## config.mk

```make
export PLATFORM = sky130hd
export DESIGN_NAME = rc5_symbol_frame_decoder_top
export DESIGN_NICKNAME = d
export VERILOG_FILES = /design/src/hdl/rc5d_pkg.sv /design/src/hdl/rc5_symbol_frame_decoder_top.sv /design/src/hdl/rc5d_cfg.sv /design/src/hdl/rc5d_window.sv /design/src/hdl/rc5d_frame.sv
export SDC_FILE = /design/constraint.sdc
export NUM_CORES = 1
export LEC_CHECK = 0
export BUFFER_PORTS_ARGS = -buffer_cell sky130_fd_sc_hd__buf_2
export CAP_MARGIN = 10
export CORE_MARGIN = 1.5
export CORE_UTILIZATION = 50
export DETAILED_ROUTE_END_ITERATION = 12
export GPL_TIMING_DRIVEN = 0
export PLACE_DENSITY = 0.74
export RECOVER_POWER = 100
export REMOVE_ABC_BUFFERS = 1
export SYNTH_ARGS = -nofsm -noshare
export SYNTH_HDL_FRONTEND = slang
export SYNTH_SLANG_ARGS = --single-unit
export TNS_END_PERCENT = 1
```

## constraint.sdc

```tcl
create_clock -name clk -period 19.23 [get_ports clk]
set_clock_uncertainty 0.2 [all_clocks]
set_input_delay 5.769 -clock clk [delete_from_list [all_inputs] [get_ports clk]]
set_output_delay 5.769 -clock clk [all_outputs]
set_load 0.01 [all_outputs]
```

## src/hdl/rc5d_pkg.sv

```systemverilog
// Shared constants, types and codes for the symbol frame decoder.
package rc5d_pkg;

    localparam int FRAME_BITS = 14;
    localparam int CNT_W      = 4;
    localparam int UNIT_W     = 15;
    localparam int PCT_W      = 7;
    localparam int PROD_W     = UNIT_W + PCT_W;
    localparam int ADDR_W     = 5;
    localparam int CMD_W      = 6;

    localparam logic [UNIT_W-1:0] RESET_UNIT_TIME = 15'd889;
    localparam logic [PCT_W-1:0]  RESET_TOL_PCT   = 7'd25;
    localparam logic [PROD_W-1:0] RESET_PRODUCT   = PROD_W'(889 * 25);

    localparam logic [CNT_W-1:0]  FRAME_COUNT     = CNT_W'(FRAME_BITS);

    // Configuration register indexes.
    localparam logic CFG_UNIT_TIME = 1'b0;
    localparam logic CFG_TOL_PCT   = 1'b1;

    typedef enum logic [1:0] {
        STATUS_OK    = 2'd0,
        STATUS_SHORT = 2'd1,
        STATUS_BAD   = 2'd2
    } status_t;

    typedef struct packed {
        logic [FRAME_BITS-1:0] raw_code;
        logic                  start_ok;
        logic [CMD_W-1:0]      command_code;
        logic [ADDR_W-1:0]     device_address;
        logic                  toggle;
        status_t               status;
    } result_t;

endpackage

```

## src/hdl/rc5_symbol_frame_decoder_top.sv

```systemverilog
// Top level of the symbol frame decoder: input register, decode logic, result register.
// Path: a frame-end symbol passes the input register, then the result register, before its
// result shows; while the result register is full it waits in the input register.
// Throughput: one symbol request per cycle; the pace is set by the single input register
// stage, which frees whenever the result register can take a result or none is due.
// Reset: rst_n clears the frame state, both valids, unit_time to 889 and percent to 25.
module rc5_symbol_frame_decoder_top (
    input  logic                        clk,
    input  logic                        rst_n,
    // Configuration write port
    input  logic                        cfg_we,
    input  logic                        cfg_index,
    input  logic [rc5d_pkg::UNIT_W-1:0] cfg_data,
    // Symbol stream
    input  logic                        s_tvalid,
    output logic                        s_tready,
    input  logic [31:0]                 s_tdata,   // first_level, first_duration, second_duration, zero pad
    input  logic                        s_tlast,   // frame_end
    // Result stream
    output logic                        m_tvalid,
    input  logic                        m_tready,
    output logic [31:0]                 m_tdata    // status, toggle, device_address,
                                                   // command_code, start_ok, raw_code, zero pad
);
    import rc5d_pkg::*;

    // Configuration: unit time and its tolerance product, ready right after a write.
    logic [UNIT_W-1:0] unit_time;
    logic [PROD_W-1:0] tol_product;

    rc5d_cfg u_cfg (
        .clk         (clk),
        .rst_n       (rst_n),
        .cfg_we      (cfg_we),
        .cfg_index   (cfg_index),
        .cfg_data    (cfg_data),
        .unit_time   (unit_time),
        .tol_product (tol_product)
    );

    // Input register stage.
    logic              in_valid_reg;
    logic              in_valid_next;
    logic              level_reg;
    logic [UNIT_W-1:0] dur0_reg;
    logic [UNIT_W-1:0] dur1_reg;
    logic              last_reg;

    // Result register stage.
    logic              out_valid_reg;
    logic              out_valid_next;
    result_t           out_reg;

    logic              s_take;
    logic              consume;
    logic              good0;
    logic              good1;
    result_t           result;

    // A symbol in the input register leaves when it makes no result, or when the
    // result register is empty or being drained this cycle.
    assign consume  = in_valid_reg & (~last_reg | ~out_valid_reg | m_tready);
    assign s_tready = ~in_valid_reg | consume;
    assign s_take   = s_tvalid & s_tready;

    rc5d_window u_win0 (
        .duration    (dur0_reg),
        .unit_time   (unit_time),
        .tol_product (tol_product),
        .in_window   (good0)
    );

    rc5d_window u_win1 (
        .duration    (dur1_reg),
        .unit_time   (unit_time),
        .tol_product (tol_product),
        .in_window   (good1)
    );

    rc5d_frame u_frame (
        .clk      (clk),
        .rst_n    (rst_n),
        .take     (consume),
        .level    (level_reg),
        .last     (last_reg),
        .sym_good (good0 & good1),
        .result   (result)
    );

    always_comb
    begin
        // Hold the input register until its symbol is consumed.
        if (s_take)
            in_valid_next = 1'b1;
        else if (consume)
            in_valid_next = 1'b0;
        else
            in_valid_next = in_valid_reg;

        // Load a result on frame end, drop it once taken.
        if (consume & last_reg)
            out_valid_next = 1'b1;
        else if (m_tready)
            out_valid_next = 1'b0;
        else
            out_valid_next = out_valid_reg;
    end

    always_ff @(posedge clk or negedge rst_n)
    begin
        if (!rst_n)
        begin
            in_valid_reg  <= 1'b0;
            out_valid_reg <= 1'b0;
        end
        else
        begin
            in_valid_reg  <= in_valid_next;
            out_valid_reg <= out_valid_next;
        end
    end

    // Payload registers carry no reset.
    always_ff @(posedge clk)
    begin
        if (s_take)
        begin
            level_reg <= s_tdata[0];
            dur0_reg  <= s_tdata[UNIT_W:1];
            dur1_reg  <= s_tdata[2*UNIT_W:UNIT_W+1];
            last_reg  <= s_tlast;
        end
        if (consume & last_reg)
            out_reg <= result;
    end

    assign m_tvalid = out_valid_reg;
    assign m_tdata  = {3'b000, out_reg};

endmodule

```

## src/hdl/rc5d_cfg.sv

```systemverilog
// Configuration registers and the registered tolerance product unit_time * percent.
module rc5d_cfg (
    input  logic                        clk,
    input  logic                        rst_n,
    input  logic                        cfg_we,
    input  logic                        cfg_index,
    input  logic [rc5d_pkg::UNIT_W-1:0] cfg_data,
    output logic [rc5d_pkg::UNIT_W-1:0] unit_time,
    output logic [rc5d_pkg::PROD_W-1:0] tol_product
);
    import rc5d_pkg::*;

    logic [UNIT_W-1:0] unit_reg;
    logic [UNIT_W-1:0] unit_next;
    logic [PCT_W-1:0]  pct_reg;
    logic [PCT_W-1:0]  pct_next;
    logic [PROD_W-1:0] prod_reg;
    logic [PROD_W-1:0] prod_next;

    always_comb
    begin
        unit_next = unit_reg;
        pct_next  = pct_reg;
        if (cfg_we)
        begin
            unique case (cfg_index)
                CFG_UNIT_TIME: unit_next = cfg_data;
                CFG_TOL_PCT:   pct_next  = cfg_data[PCT_W-1:0];
                default:       unit_next = unit_reg;
            endcase
        end
        // Product follows the new values so an item right after a write sees them.
        prod_next = PROD_W'(unit_next) * PROD_W'(pct_next);
    end

    always_ff @(posedge clk or negedge rst_n)
    begin
        if (!rst_n)
        begin
            unit_reg <= RESET_UNIT_TIME;
            pct_reg  <= RESET_TOL_PCT;
            prod_reg <= RESET_PRODUCT;
        end
        else
        begin
            unit_reg <= unit_next;
            pct_reg  <= pct_next;
            prod_reg <= prod_next;
        end
    end

    assign unit_time   = unit_reg;
    assign tol_product = prod_reg;

endmodule

```

## src/hdl/rc5d_window.sv

```systemverilog
// Duration window check: 100 * |d - unit| <= unit * percent.
module rc5d_window (
    input  logic [rc5d_pkg::UNIT_W-1:0] duration,
    input  logic [rc5d_pkg::UNIT_W-1:0] unit_time,
    input  logic [rc5d_pkg::PROD_W-1:0] tol_product,
    output logic                        in_window
);
    import rc5d_pkg::*;

    logic [UNIT_W-1:0] diff;
    logic [PROD_W-1:0] diff_scaled;

    always_comb
    begin
        diff = (duration >= unit_time) ? (duration - unit_time) : (unit_time - duration);
        // times 100 as 64 + 32 + 4
        diff_scaled = (PROD_W'(diff) << 6) + (PROD_W'(diff) << 5) + (PROD_W'(diff) << 2);
        in_window = (diff_scaled <= tol_product);
    end

endmodule

```

## src/hdl/rc5d_frame.sv

```systemverilog
// Frame state (symbol count, bit shifter, bad flag) and result composition.
module rc5d_frame (
    input  logic               clk,
    input  logic               rst_n,
    input  logic               take,
    input  logic               level,
    input  logic               last,
    input  logic               sym_good,
    output rc5d_pkg::result_t  result
);
    import rc5d_pkg::*;

    logic [CNT_W-1:0]      count_reg;
    logic [CNT_W-1:0]      count_next;
    logic [FRAME_BITS-1:0] shift_reg;
    logic [FRAME_BITS-1:0] shift_next;
    logic                  bad_reg;
    logic                  bad_next;

    logic [CNT_W-1:0]      upd_count;
    logic [FRAME_BITS-1:0] upd_shift;
    logic                  upd_bad;

    always_comb
    begin
        upd_count = count_reg;
        upd_shift = shift_reg;
        upd_bad   = bad_reg;
        // Symbols past the frame length are dropped untimed.
        if (count_reg < FRAME_COUNT)
        begin
            upd_count = count_reg + CNT_W'(1);
            upd_shift = {shift_reg[FRAME_BITS-2:0], level};
            upd_bad   = bad_reg | ~sym_good;
        end

        result = '0;
        if (upd_count < FRAME_COUNT)
            result.status = STATUS_SHORT;
        else if (upd_bad)
            result.status = STATUS_BAD;
        else
        begin
            result.status         = STATUS_OK;
            result.raw_code       = upd_shift;
            result.toggle         = upd_shift[11];
            result.device_address = upd_shift[10:6];
            result.command_code   = upd_shift[5:0];
            result.start_ok       = &upd_shift[13:12];
        end

        count_next = count_reg;
        shift_next = shift_reg;
        bad_next   = bad_reg;
        if (take)
        begin
            if (last)
            begin
                count_next = '0;
                shift_next = '0;
                bad_next   = 1'b0;
            end
            else
            begin
                count_next = upd_count;
                shift_next = upd_shift;
                bad_next   = upd_bad;
            end
        end
    end

    always_ff @(posedge clk or negedge rst_n)
    begin
        if (!rst_n)
        begin
            count_reg <= '0;
            shift_reg <= '0;
            bad_reg   <= 1'b0;
        end
        else
        begin
            count_reg <= count_next;
            shift_reg <= shift_next;
            bad_reg   <= bad_next;
        end
    end

endmodule

```

Yosys cells after proc, flatten, opt, wreduce, memory -nomap -nowiden --
Cells that the tools add are included.
Word-level totals: bits in registers 126
Operators by class: add/sub/neg operators 9, muxes and demuxes 17, bitwise logic cells 12, $mul 1, magnitude comparators 6, reduce and logical (&&, ||, !) cells 4
Operator list (count):
- two-way mux 15 bit | 4
- subtractor 15 bit | 4
- adder 21 x 20 -> 22 bit | 2
- adder 22 x 17 -> 22 bit | 2
- less-or-equal comparator 22 bit | 2
- greater-or-equal comparator 15 bit | 2
- two-way mux 14 bit | 2
- multiplier 15 x 7 -> 22 bit | 1
- two-way mux 7 bit | 2
- less-than comparator 4 bit (second input constant) | 2
- two-way mux 4 bit | 2
- two-way mux 1 bit | 6
- adder 4 x 1 -> 4 bit (second input constant) | 1
- bitwise AND 1 bit | 4
- NOT 1 bit | 4
- bitwise OR 1 bit | 4
- nonzero test 2 bit | 2
- two-way mux 2 bit | 1
- AND reduction 2 bit | 1
- OR reduction 2 bit | 1

Longest topological paths before layout --
depth in word-level cells 10, mapped depth 30

By module --
A second synthesis with hierarchy kept.
Second synthesis, totals: cells, all modules 1553, area total of the unflattened synthesis 14261.2 sq um
Modules (own cells, without submodules):
- rc5d_cfg | times used 1, cells each 502, seq. area each 1123.6 sq um, area each 4820.9 sq um
- rc5d_window at u_win1 | times used 1, cells each 440, seq. area each 0.0 sq um, area each 3206.8 sq um
- rc5d_window at u_win0 | times used 1, cells each 407, seq. area each 0.0 sq um, area each 3074.2 sq um
- rc5_symbol_frame_decoder_top | times used 1, cells each 76, seq. area each 1881.8 sq um, area each 1985.7 sq um
- rc5d_frame | times used 1, cells each 128, seq. area each 475.5 sq um, area each 1173.6 sq um

Worst setup path after synthesis --
OpenSTA, ideal clock, no wires.
path kind in2out, start point input m_tready, end point output s_tready, arrival 6008 ps, cell stages on the path 1, required time 13261 ps, slack 7253 ps, cell sequence nand4b_1
Between the ends: cells in the longest elaborated chain, start to end 3
RTL lines:
- start: declaration | line rc5_symbol_frame_decoder_top.sv:21 | input logic m_tready,
- bitwise OR 1 bit | line rc5_symbol_frame_decoder_top.sv:62 | assign consume = in_valid_reg & (~last_reg | ~out_valid_reg | m_tready);
- bitwise AND 1 bit | line rc5_symbol_frame_decoder_top.sv:62
- bitwise OR 1 bit | line rc5_symbol_frame_decoder_top.sv:63 | assign s_tready = ~in_valid_reg | consume;
- end: declaration | line rc5_symbol_frame_decoder_top.sv:16 | output logic s_tready,
Every way passes these cells.

Worst setup path after layout --
Ends and elaborated chain as after synthesis.

==> results_dict.tcl <==
set metrics [dict create \
    overflow 0 \
    violations "capacitance limit, slew limit" \
    cp_max_fo 3 \
    cts.sinks 114 \
    cts_max_level 4 \
    first_pass_iters 5 \
    num-nets-final 1766 \
    clock_path_buffers 2 \
    root_buffer "clkbuf_16" \
    cts_tree "done" \
    synth_flop_cell "edfxtp_1" \
    cts_made_buffers 17 \
    cts_resized 0 \
    r2r_cells 24 \
    grt_pass1_wl_um 52900 \
    wl_per_cell_um 18.0 \
    finalSetupViolCount 0 \
    dp_cells 1754 \
    syn_avg_cell_area_um2 9.36 \
    gp_congestion 0.944 \
    yosys_warnings 0 \
    drc 0 \
    crit_top_cell "clkbuf_1" \
    syn2layout_area_growth_pct 7.92 \
    rsz0062_at_grt "no" \
    antenna_found_initial 0 \
    max_slew_margin_pct -123 \
    timing.fmax_ghz 0.0818 \
    instances_no_fill 1786 \
    ys_seq_area_share_pct 24.0 \
    arrival_ns 6.25 \
    hold_path.class "flop to flop" \
    synthArstFlopShare_pct 57.0 \
    reg2reg_slack_ns 9.94 \
    grt_pass1_vias 10446 \
    die_h_um 164 \
    fp.dieW_um 164 \
    ctsHoldBuffers 0 \
    min_from "level_reg$_DFFE_PP_" \
    track_usage_pct 25.3 \
    post_cts_buffers 0 \
    syn_inst 1392 \
    worst_slew_pin_slew_ns 3.35 \
    dp_hpwl_um 26000 \
    pre_cts_ws_ns 7.01 \
    coreArea_um2 25400 \
    min_period_over_period_pct 63.5 \
    vias_per_cell 5.73 \
    hold_viol 0 \
    worst_path_max_delay_cell "nand4b_1" \
    rows 58 \
    dieArea_um2 27000 \
    hold_depth 1 \
    drv_slew 99 \
    cap_violations 3 \
    drt_iter0_markers 558 \
    r2r_end "m_tdata[17]$_SDFFCE_PP0P_" \
    routed_wl_um 32200 \
    antenna_cells 0 \
    end_kind "output pin" \
    cp_cell_sequence "clkbuf_1 > nand4b_1 > clkbuf_1" \
    synth-seq-cells 114 \
    r2r_start "u_cfg.unit_time[4]$_DFF_PN1_" \
    start_kind "input pin" \
    ant_nets 0 \
    start_util_pct 51.3 \
    cp_slowest_stage_delay_ns 0.21 \
    drive_above_1_share_pct 7.69 \
    syn_area_um2 13000 \
    crit_type "input pin to output pin" \
    largest_reg_flops 22 \
    clk_pin_slew_worst_paths_ns 0.07 \
    insertion_delay_ns 0.43 \
    synthDistinctLibCells 77 \
    cp.required_ns 13.26 \
    grt_start_max_net_pins 66 \
    fin_crit_ns 12.22 \
    outcome "finished, violations left" \
    port_buffers 83 \
    synth_edf_count 49 \
    finalSetupTns_ns 0 \
    vias 10240 \
    fin_ws_ns 7.01 \
    min_to "u_frame.shift_reg[0]$_DFFE_PN0P_" \
    ioPinCount 88 \
]
==> area by class of cell <==
type / instances / area [um2]
tap: 330 / 413
fill: 2304 / 11300
clock inverter: 15 / 163
timing repair buffer: 85 / 380
inverter: 174 / 653
sequential: 114 / 3120
clock buffer: 17 / 425
multi-input combinational: 1051 / 8900
==> synthesized netlist by cell type (all sizes together), types with 9 or more instances <==
library cell  instances  area (um2)
nand3                39         195
mux2i                37         370
xnor2                48         420
o21ai                61         354
or3                   9        56.3
nor2                 79         297
xor2                 31         272
buf                  39         255
dfrtp                47        1180
fa                   92        1840
nand2               122         458
ha                  177        2210
dfstp                18         473
a21o                 48         360
a21oi                78         398
nand2b               12        75.1
mux2                 10         120
inv                 174         653
o21bai               11        82.6
and3                 16         100
o21a                  9        67.6
nor2b                13        81.3
a31oi                11        68.8
nor3                 20         100
nand4                15        93.8
clkbuf               16        60.1
edfxtp               49        1470
and2                 17         106
a22o                 15         133
==> metal layers <==
layer	track usage, %	vias to the layer above	part of all wire [%]
met5	0	-	0
li1	-	4885	-
met1	33.1	4951	43
met2	41.8	344	47
met4	9.34	0	3.3
met3	4.82	60	6.9
==> kinds of logic (layout without fill, tap and decap cells) <==
kind of cell    count (synthesis)  after routing  synth area share (%)
buf+inv                       229            291                  7.44
simple gates                  361            361                  13.2
flops                         114            114                  24.0
fa+ha+maj                     269            269                  31.1
mux                            47             47                  3.77
xor+xnor                       79             79                  5.31
other cells                     1              3                0.0288
compound gates                292            292                  15.2
==> worst max-delay path by stage <==
stage	startpoint	end	slack, ns	cells after the start
6_report	m_tready	s_tready	7.01	3
5_1_grt	m_tready	s_tready	6.97	3
4_1_cts	m_tready	s_tready	7.01	3
3_5_place_dp	m_tready	s_tready	7.01	3
3_3_place_gp	m_tready	s_tready	7.00	3
2_1_floorplan	m_tready	s_tready	7.25	1
==> worst max-delay path: cells and delay by family <==
kind / cells / cell delay, ns
buffers and inverters: 2 / 0.26
and+or+nand+nor: 1 / 0.21
==> cell usage in the layout (no fill, tap or decap), types with 37 or more instances in the layout <==
cell type,n
nor2_1,79
dfrtp_1,47
xnor2_1,48
fa_1,92
inv_1,174
nand3_1,39
buf_2,46
edfxtp_1,49
clkbuf_1,38
o21ai_0,54
mux2i_1,37
ha_1,177
a21oi_1,76
nand2_1,122
a21o_1,48
==> stage by stage <==
step / hold slack (ns) / utilization, % / area (um2)
6_report: 0.343 / 55.3 / 14100
2_1_floorplan: 0.275 / - / 12700
5_1_grt: 0.356 / 55.3 / 14100
4_1_cts: 0.344 / 55.8 / 14200
3_3_place_gp: 0.316 / 53.3 / 13500
3_5_place_dp: 0.323 / 53.5 / 13600
Power is left out: the tool's default activity adds up to more than one toggle a clock period on the data nets, which glitch-free logic cannot reach.
